<file path="config.mk">
export PLATFORM = sky130hd
export DESIGN_NAME = name_value_pair_stream_parser
export DESIGN_NICKNAME = d
export VERILOG_FILES = /design/src/sv/nvp_pkg.sv /design/src/sv/nvp_step.sv /design/src/sv/nvp_out_buf.sv /design/src/sv/name_value_pair_stream_parser.sv
export SDC_FILE = /design/constraint.sdc
export NUM_CORES = 1
export LEC_CHECK = 0
export BUFFER_PORTS_ARGS = -buffer_cell sky130_fd_sc_hd__buf_2
export CORE_MARGIN = 2
export CORE_UTILIZATION = 45
export CTS_BUF_LIST = sky130_fd_sc_hd__clkbuf_8
export CTS_CLUSTER_DIAMETER = 60
export DETAILED_ROUTE_END_ITERATION = 8
export PLACE_DENSITY = 0.6
export SLEW_MARGIN = 20
export SYNTH_ARGS = -nofsm -noshare
export SYNTH_HDL_FRONTEND = slang
export SYNTH_SLANG_ARGS = --single-unit
</file>
<file path="constraint.sdc">
create_clock -name clk -period 14 [get_ports clk]
set_clock_uncertainty 0.15 [all_clocks]
set_input_delay 4.2 -clock clk [delete_from_list [all_inputs] [get_ports clk]]
set_output_delay 4.2 -clock clk [all_outputs]
set_load 0.02 [all_outputs]
</file>
<file path="src/sv/nvp_pkg.sv">
// shared types and constants for the name-value pair stream parser
package nvp_pkg;

  localparam int unsigned LEN_W = 31;
  localparam int unsigned HEADER_BYTES = 8;
  localparam int unsigned SUM_W = LEN_W + 2;

  typedef enum logic [2:0] {
    PH_KEYLEN  = 3'd0,
    PH_VALLEN  = 3'd1,
    PH_KEY     = 3'd2,
    PH_VALUE   = 3'd3,
    PH_DISCARD = 3'd4
  } phase_t;

  localparam logic [2:0] KIND_KEYLEN  = 3'd0;
  localparam logic [2:0] KIND_VALLEN  = 3'd1;
  localparam logic [2:0] KIND_KEY     = 3'd2;
  localparam logic [2:0] KIND_VALUE   = 3'd3;
  localparam logic [2:0] KIND_DISCARD = 3'd4;

  localparam logic [1:0] LAST_LEN_BYTE = 2'd3;

  typedef struct packed {
    phase_t           phase;
    logic [LEN_W-1:0] acc;
    logic [1:0]       cnt;
    logic [LEN_W-1:0] key_len;
    logic [LEN_W-1:0] val_len;
    logic [LEN_W-1:0] remaining;
  } nvp_state_t;

  typedef struct packed {
    logic [7:0]       byte_value;
    logic [2:0]       byte_kind;
    logic [LEN_W-1:0] key_length;
    logic [LEN_W-1:0] value_length;
    logic             pair_done;
    logic             length_error;
  } nvp_result_t;

endpackage

</file>
<file path="src/sv/nvp_step.sv">
// per-word parser update: next state and tagged result from current state and input word
module nvp_step (
  input  nvp_pkg::nvp_state_t  state_i,
  input  logic [7:0]           byte_i,
  input  logic                 start_i,
  input  logic [15:0]          max_len_i,
  output nvp_pkg::nvp_state_t  state_o,
  output nvp_pkg::nvp_result_t result_o
);
  import nvp_pkg::*;

  nvp_state_t       cur;
  logic             len_done;
  logic [LEN_W-1:0] len_val;
  logic [LEN_W-1:0] acc_upd;
  logic [1:0]       cnt_upd;
  logic [LEN_W-1:0] shifted;
  logic [LEN_W-1:0] rem_dec;
  logic [SUM_W-1:0] total;
  logic             over_limit;
  logic [2:0]       kind;
  logic             done;
  logic             err;

  // record start restarts the parser, a fresh pair clears the shown lengths
  always_comb begin
    cur = state_i;
    if (start_i) begin
      cur.phase     = PH_KEYLEN;
      cur.acc       = '0;
      cur.cnt       = '0;
      cur.remaining = '0;
    end
    if (cur.phase == PH_KEYLEN && cur.cnt == 2'd0) begin
      cur.key_len = '0;
      cur.val_len = '0;
    end
  end

  assign shifted = {cur.acc[LEN_W-9:0], byte_i};

  // one or four byte length, top bit of the first byte selects the long form
  always_comb begin
    len_done = 1'b0;
    len_val  = '0;
    acc_upd  = cur.acc;
    cnt_upd  = cur.cnt;
    if (cur.cnt == 2'd0) begin
      if (!byte_i[7]) begin
        len_done = 1'b1;
        len_val  = {{(LEN_W-8){1'b0}}, byte_i};
      end else begin
        acc_upd = {{(LEN_W-7){1'b0}}, byte_i[6:0]};
        cnt_upd = 2'd1;
      end
    end else if (cur.cnt == LAST_LEN_BYTE) begin
      len_done = 1'b1;
      len_val  = shifted;
      acc_upd  = '0;
      cnt_upd  = 2'd0;
    end else begin
      acc_upd = shifted;
      cnt_upd = cur.cnt + 2'd1;
    end
  end

  assign rem_dec    = cur.remaining - {{(LEN_W-1){1'b0}}, 1'b1};
  assign total      = {2'b00, cur.key_len} + {2'b00, len_val} + SUM_W'(HEADER_BYTES);
  assign over_limit = total > {{(SUM_W-16){1'b0}}, max_len_i};

  // next state
  always_comb begin
    state_o = cur;
    unique case (cur.phase)
      PH_KEYLEN: begin
        state_o.acc = acc_upd;
        state_o.cnt = cnt_upd;
        if (len_done) begin
          state_o.key_len = len_val;
          state_o.phase   = PH_VALLEN;
        end
      end
      PH_VALLEN: begin
        state_o.acc = acc_upd;
        state_o.cnt = cnt_upd;
        if (len_done) begin
          state_o.val_len = len_val;
          if (over_limit) begin
            state_o.phase = PH_DISCARD;
          end else if (cur.key_len != '0) begin
            state_o.remaining = cur.key_len;
            state_o.phase     = PH_KEY;
          end else if (len_val != '0) begin
            state_o.remaining = len_val;
            state_o.phase     = PH_VALUE;
          end else begin
            state_o.phase = PH_KEYLEN;
          end
        end
      end
      PH_KEY: begin
        state_o.remaining = rem_dec;
        if (rem_dec == '0) begin
          if (cur.val_len != '0) begin
            state_o.remaining = cur.val_len;
            state_o.phase     = PH_VALUE;
          end else begin
            state_o.phase = PH_KEYLEN;
          end
        end
      end
      PH_VALUE: begin
        state_o.remaining = rem_dec;
        if (rem_dec == '0) begin
          state_o.phase = PH_KEYLEN;
        end
      end
      default: begin
        state_o.phase = PH_DISCARD;
      end
    endcase
  end

  // result tagging
  always_comb begin
    kind = KIND_DISCARD;
    done = 1'b0;
    err  = 1'b0;
    unique case (cur.phase)
      PH_KEYLEN: begin
        kind = KIND_KEYLEN;
      end
      PH_VALLEN: begin
        kind = KIND_VALLEN;
        err  = len_done && over_limit;
        done = len_done && !over_limit && cur.key_len == '0 && len_val == '0;
      end
      PH_KEY: begin
        kind = KIND_KEY;
        done = rem_dec == '0 && cur.val_len == '0;
      end
      PH_VALUE: begin
        kind = KIND_VALUE;
        done = rem_dec == '0;
      end
      default: begin
        kind = KIND_DISCARD;
      end
    endcase
  end

  assign result_o.byte_value   = byte_i;
  assign result_o.byte_kind    = kind;
  assign result_o.key_length   = state_o.key_len;
  assign result_o.value_length = state_o.val_len;
  assign result_o.pair_done    = done;
  assign result_o.length_error = err;

endmodule

</file>
<file path="src/sv/nvp_out_buf.sv">
// two-entry output register with skid stage for result words
module nvp_out_buf (
  input  logic                 clk,
  input  logic                 rst_n,
  input  logic                 push_i,
  input  nvp_pkg::nvp_result_t data_i,
  output logic                 ready_o,
  output logic                 valid_o,
  input  logic                 pop_ready_i,
  output nvp_pkg::nvp_result_t data_o
);
  import nvp_pkg::*;

  nvp_result_t out_r;
  nvp_result_t out_nxt;
  nvp_result_t skid_r;
  nvp_result_t skid_nxt;
  logic        out_valid_r;
  logic        out_valid_nxt;
  logic        skid_valid_r;
  logic        skid_valid_nxt;
  logic        pop;

  assign pop     = out_valid_r && pop_ready_i;
  assign ready_o = !skid_valid_r;
  assign valid_o = out_valid_r;
  assign data_o  = out_r;

  always_comb begin
    out_nxt        = out_r;
    skid_nxt       = skid_r;
    out_valid_nxt  = out_valid_r;
    skid_valid_nxt = skid_valid_r;
    if (push_i && (!out_valid_r || pop)) begin
      out_nxt       = data_i;
      out_valid_nxt = 1'b1;
    end else if (push_i) begin
      // receiver stalled, park the word
      skid_nxt       = data_i;
      skid_valid_nxt = 1'b1;
    end else if (pop) begin
      if (skid_valid_r) begin
        out_nxt        = skid_r;
        skid_valid_nxt = 1'b0;
      end else begin
        out_valid_nxt = 1'b0;
      end
    end
  end

  always_ff @(posedge clk) begin
    if (!rst_n) begin
      out_valid_r  <= 1'b0;
      skid_valid_r <= 1'b0;
    end else begin
      out_valid_r  <= out_valid_nxt;
      skid_valid_r <= skid_valid_nxt;
    end
  end

  always_ff @(posedge clk) begin
    out_r  <= out_nxt;
    skid_r <= skid_nxt;
  end

  a_skid_needs_out: assert property (@(posedge clk) disable iff (!rst_n)
    skid_valid_r |-> out_valid_r)
    else $error("skid word held without an output word");

  a_skid_drains_first: assert property (@(posedge clk) disable iff (!rst_n)
    (skid_valid_r && pop) |=> (out_valid_r && !skid_valid_r && out_r == $past(skid_r)))
    else $error("skid word not moved to output");

  a_stall_keeps_word: assert property (@(posedge clk) disable iff (!rst_n)
    (out_valid_r && !pop_ready_i) |=> (out_valid_r && $stable(out_r)))
    else $error("output word changed while stalled");

endmodule

</file>
<file path="src/sv/name_value_pair_stream_parser.sv">
// top level of the name-value pair stream parser
// Decodes the content bytes of a params record, one byte per input word.
// in channel: in_tdata carries the byte, in_tuser flags the first byte of a
// new record, which restarts the parser at a key length.
// out channel: one word per input word, the byte tagged with its kind
// (key length, value length, key, value, discarded), the decoded key and
// value lengths once known, tlast on the last byte of a complete pair and
// an error flag on the last value-length byte of a pair over the limit.
// After an error, bytes are tagged discarded until the next record start.
// cfg port: cfg_wr_en with cfg_wr_data sets the record length limit, header
// included; the user must write it only while the block is idle, as the
// block itself does not enforce this. Throughput is one word per cycle
// while in_tready is high: the parser state is updated by one pass of
// combinational logic per accepted word.
// Results sit in an output register backed by a skid stage, so one more word
// is taken while the receiver stalls; in_tready drops once both are full.
// Synchronous reset empties both stages, puts the parser at a key length
// and sets the limit to 65535.
module name_value_pair_stream_parser (
  input  logic        clk,
  input  logic        rst_n,
  input  logic        in_tvalid,
  output logic        in_tready,
  input  logic [7:0]  in_tdata,   // [7:0] param_byte
  input  logic [0:0]  in_tuser,   // [0] record_start
  output logic        out_tvalid,
  input  logic        out_tready,
  // [7:0] byte_value, [38:8] key_length, [69:39] value_length, [71:70] zero
  output logic [71:0] out_tdata,
  output logic [3:0]  out_tuser,  // [2:0] byte_kind, [3] length_error
  output logic        out_tlast,  // pair_done
  input  logic        cfg_wr_en,
  input  logic [15:0] cfg_wr_data
);
  import nvp_pkg::*;

  nvp_state_t  state_r;
  nvp_state_t  state_nxt;
  nvp_result_t step_res;
  nvp_result_t out_res;
  logic [15:0] max_len_r;
  logic        accept;

  assign accept = in_tvalid && in_tready;

  always_ff @(posedge clk) begin
    if (!rst_n) begin
      max_len_r <= 16'hFFFF;
    end else if (cfg_wr_en) begin
      max_len_r <= cfg_wr_data;
    end
  end

  nvp_step u_step (
    .state_i  (state_r),
    .byte_i   (in_tdata),
    .start_i  (in_tuser[0]),
    .max_len_i(max_len_r),
    .state_o  (state_nxt),
    .result_o (step_res)
  );

  always_ff @(posedge clk) begin
    if (!rst_n) begin
      state_r <= '{phase: PH_KEYLEN, default: '0};
    end else if (accept) begin
      state_r <= state_nxt;
    end
  end

  nvp_out_buf u_out_buf (
    .clk        (clk),
    .rst_n      (rst_n),
    .push_i     (accept),
    .data_i     (step_res),
    .ready_o    (in_tready),
    .valid_o    (out_tvalid),
    .pop_ready_i(out_tready),
    .data_o     (out_res)
  );

  assign out_tdata = {2'b00, out_res.value_length, out_res.key_length, out_res.byte_value};
  assign out_tuser = {out_res.length_error, out_res.byte_kind};
  assign out_tlast = out_res.pair_done;

  a_error_enters_discard: assert property (@(posedge clk) disable iff (!rst_n)
    (accept && step_res.length_error) |=> state_r.phase == PH_DISCARD)
    else $error("length error without discard");

  a_discard_holds: assert property (@(posedge clk) disable iff (!rst_n)
    (accept && state_r.phase == PH_DISCARD && !in_tuser[0]) |=> state_r.phase == PH_DISCARD)
    else $error("discard left without record start");

  a_count_only_in_lengths: assert property (@(posedge clk) disable iff (!rst_n)
    (state_r.cnt != 2'd0) |-> (state_r.phase == PH_KEYLEN || state_r.phase == PH_VALLEN))
    else $error("length byte count outside a length field");

endmodule
</file>
==> results.json <==
{
  "synth_top_family_by_area": "compound AO/OA/AOI/OAI gates",
  "finalCriticalPeriod_ns": 11.67,
  "setup_viol": 0,
  "worst_slack_ns": 2.325,
  "insertion_delay_ns": 0.66,
  "placeableCoreArea_um2": 39640,
  "synthAdderAreaFrac_pct": 3.118,
  "hold_end": "max_len_r[12]",
  "ys_types": 102,
  "fmax_ghz": 0.08566,
  "std_cell_rows": 73,
  "r2r-end": "u_out_buf.data_o[1]",
  "cts-root-buf": "clkbuf_8",
  "whs_ns": 0.3396,
  "cts_made_buffers": 53,
  "critical_path.max_stage_delay_ns": 0.68,
  "drive_above_1_share_pct": 11.75,
  "start_util_pct": 45.56,
  "p_total_mw": 2.192,
  "n_antenna_cell": 0,
  "hold_path.class": "reg -> reg",
  "pre_cts_slack_ns": 1.830,
  "synth_xor_area_share_pct": 2.709,
  "r2r_slack_ns": 5.26,
  "cts_tree": "built",
  "rsz0062_at_grt": "false",
  "routed_wl_um": 66480,
  "clk_pin_slew_ns": 0.06,
  "synth_edf_count": 150,
  "gp_congestion": 0.9569,
  "synth.area.mux_share_pct": 0.7344,
  "drc": 0,
  "worst_slew_pin_slew_ns": 1.096,
  "postSynthAreaPerCell_um2": 8.299,
  "yosysTopAreaCell": "edfxtp_1",
  "synth_area_um2": 18060,
  "post-place-cells": 2687,
  "synthToLayoutAreaGrowth_pct": 11.14,
  "grt_pass1_wl_um": 101000,
  "grt_max_degree": 94,
  "arrival_ns": 12.02,
  "port_buffers": 106,
  "drt_iter0_markers": 2136,
  "die_x_um": 204.3,
  "maxSlewViolCount": 0,
  "worstSetupPathType": "in -> reg",
  "synth_top_cells_by_area": "edfxtp_1 (25%), dfxtp_1 (15%), nand2_1 (5.3%)",
  "h-tree-depth": 2,
  "r2r-start": "state_r[126]",
  "p_per_area_nw_per_um2": 109.2,
  "ys_seq_area_share_pct": 40.35,
  "gr-total-overflow": 0,
  "antenna_left": 0,
  "critPathTopFamily": "compound AO/OA/AOI/OAI gates",
  "grt_usage_pct": 31.68,
  "hold_start": "max_len_r[12]",
  "max-clock-path-buffers": 3,
  "wl_per_cell_um": 23.85,
  "grt_pass1_vias": 16070,
  "crit_required_ns": 14.34,
  "stdcell_count": 2788,
  "drv_cap": 0,
  "hpwl_um": 48280,
  "first_pass_iters": 6,
  "period_share_pct": 83.39,
  "synth_top_flop_cell": "edfxtp_1",
  "cts_resized": 0,
  "p_leak_nw": 8.620,
  "whs_path_depth": 2,
  "ys_warn_count": 0,
  "num-fill-cells": 3867,
  "tns_ns": 0,
  "synth-seq-cells": 289,
  "critPathMaxFanout": 56,
  "worst_path_max_delay_cell": "a21oi_4",
  "crit_buf_inv": 4,
  "hold_violations": 0,
  "cts_setup_buffers": 0,
  "synth_compound_area_share_pct": 26.19,
  "ir_worst_vdd_uv": 59.63,
  "vias": 17310,
  "dieArea_um2": 41750,
  "nets": 2293,
  "ys_async_sr_fraction_pct": 0,
  "reg2reg_depth": 30,
  "clkSinkCount": 289,
  "status": "finished clean",
  "critical_path.endpoint_type": "flip-flop",
  "synth_top_area_share_pct": 24.94,
  "ioPinCount": 109,
  "viasPerCell": 6.210,
  "ctsHoldBuffers": 0,
  "start_kind": "input pin",
  "antenna_found_initial": 1,
  "slew_headroom_pct": 26.85,
  "synthSimpleGateAreaFrac_pct": 20.52,
  "die-height_um": 204.3,
  "synthCells": 2176
}
## metal layers
layer	vias to the layer above	part of all wire, %	global-route usage (%)
met1	8203	43	44.35
met2	932	44	48.31
met5	-	0	0
met4	0	3.4	11.80
met3	130	9.6	6.250
li1	8048	-	-
## metrics by stage
| stage | cell area, µm² | util (%) |
|---|---|---|
| finish | 20070 | 50.63 |
| global route | 20070 | 50.63 |
| CTS | 20050 | 50.58 |
| detailed placement | 18900 | 47.67 |
| global placement | 18900 | 47.67 |
| floorplan | 18060 | - |
## report_power, final
part           leakage (nW)  internal [mW]  total (mW)  switching [mW]
combinational          5.32          0.100       0.353           0.253
clock                 0.645          0.485       0.869           0.384
sequential             2.65          0.934       0.970          0.0357
total                  8.62           1.52        2.19           0.672
## flip-flops by register name, summed over array words and instances, names as in the netlist
name                    flops
u_out_buf.skid_valid_r      1
u_out_buf.data_o           75
state_r                   121
u_out_buf.valid_o           1
max_len_r                  16
u_out_buf.skid_r           75
## logic make-up (layout without fill, tap and decap cells)
| logic type | after synthesis | after routing |
|---|---|---|
| buffers and inverters | 287 | 373 |
| flip-flops | 289 | 289 |
| adder cells (fa/ha/maj) | 45 | 45 |
| multiplexers | 13 | 13 |
| AO/OA/AOI/OAI | 710 | 710 |
| AND/OR/NAND/NOR | 776 | 776 |
| other | 1 | 2 |
| XOR/XNOR | 55 | 55 |
## worst register-to-register path: cells and delay by family, from the launching register on
family,cells,cell delay [ns]
adder cells (fa/ha/maj),3,0.68
flip-flops,1,0.77
buffers and inverters,3,0.55
multiplexers,1,0.22
XOR/XNOR,2,0.33
AND/OR/NAND/NOR,7,1.94
AO/OA/AOI/OAI,14,3.95
## layout by cell type (no fill, tap or decap), types with 20 or more instances in the layout
cell and count:
nand2_1 252, nor2_1 222, o21ai_0 180, inv_1 153, edfxtp_1 150, a21oi_1 146
dfxtp_1 139, buf_2 106, a211oi_1 77, clkbuf_8 63, a22oi_1 52, nor3_1 46
ha_1 45, and2_1 33, a31oi_1 32, a21o_1 31, o211ai_1 29, xor2_1 29
nand4_1 29, buf_4 29, nor4_1 28, nand3_1 27, xnor2_1 25, nor2b_1 23
and3_1 21, nand2b_1 20
## cell type report
cell class | instances | area [µm²] | share of cell area, %
clock buffers | 63 | 867.1 | 4.320
repair buffers | 136 | 768.2 | 3.828
inverters | 137 | 514.2 | 2.562
well taps | 525 | 656.9 | 3.273
flip-flops and latches | 289 | 7287 | 36.31
clock inverters | 37 | 285.3 | 1.421
multi-input cells | 1601 | 9692 | 48.29
## Yosys cell counts (31+ instances only)
library cell / n
a211oi_1: 77
a21o_1: 31
a21oi_1: 148
a22oi_1: 52
a31oi_1: 32
and2_1: 33
clkbuf_1: 122
dfxtp_1: 139
edfxtp_1: 150
ha_1: 45
inv_1: 136
nand2_1: 253
nor2_1: 224
nor3_1: 48
o21ai_0: 180
## worst max path at each step
| stage | end | cells past startpoint | startpoint | slack [ns] |
|---|---|---|---|---|
| 3_3_place_gp | state_r[23] | 34 | in_tuser | 2.10 |
| 2_1_floorplan | state_r[12] | 45 | in_tuser | 1.24 |
| 5_1_grt | state_r[8] | 32 | in_tuser | 1.97 |
| 4_1_cts | u_out_buf.data_o[1] | 31 | in_tuser | 2.47 |
| 3_5_place_dp | state_r[23] | 32 | in_tuser | 1.83 |
| 6_report | u_out_buf.data_o[1] | 31 | in_tuser | 2.33 |
No activity file was read; power rests on OpenSTA's default activity.
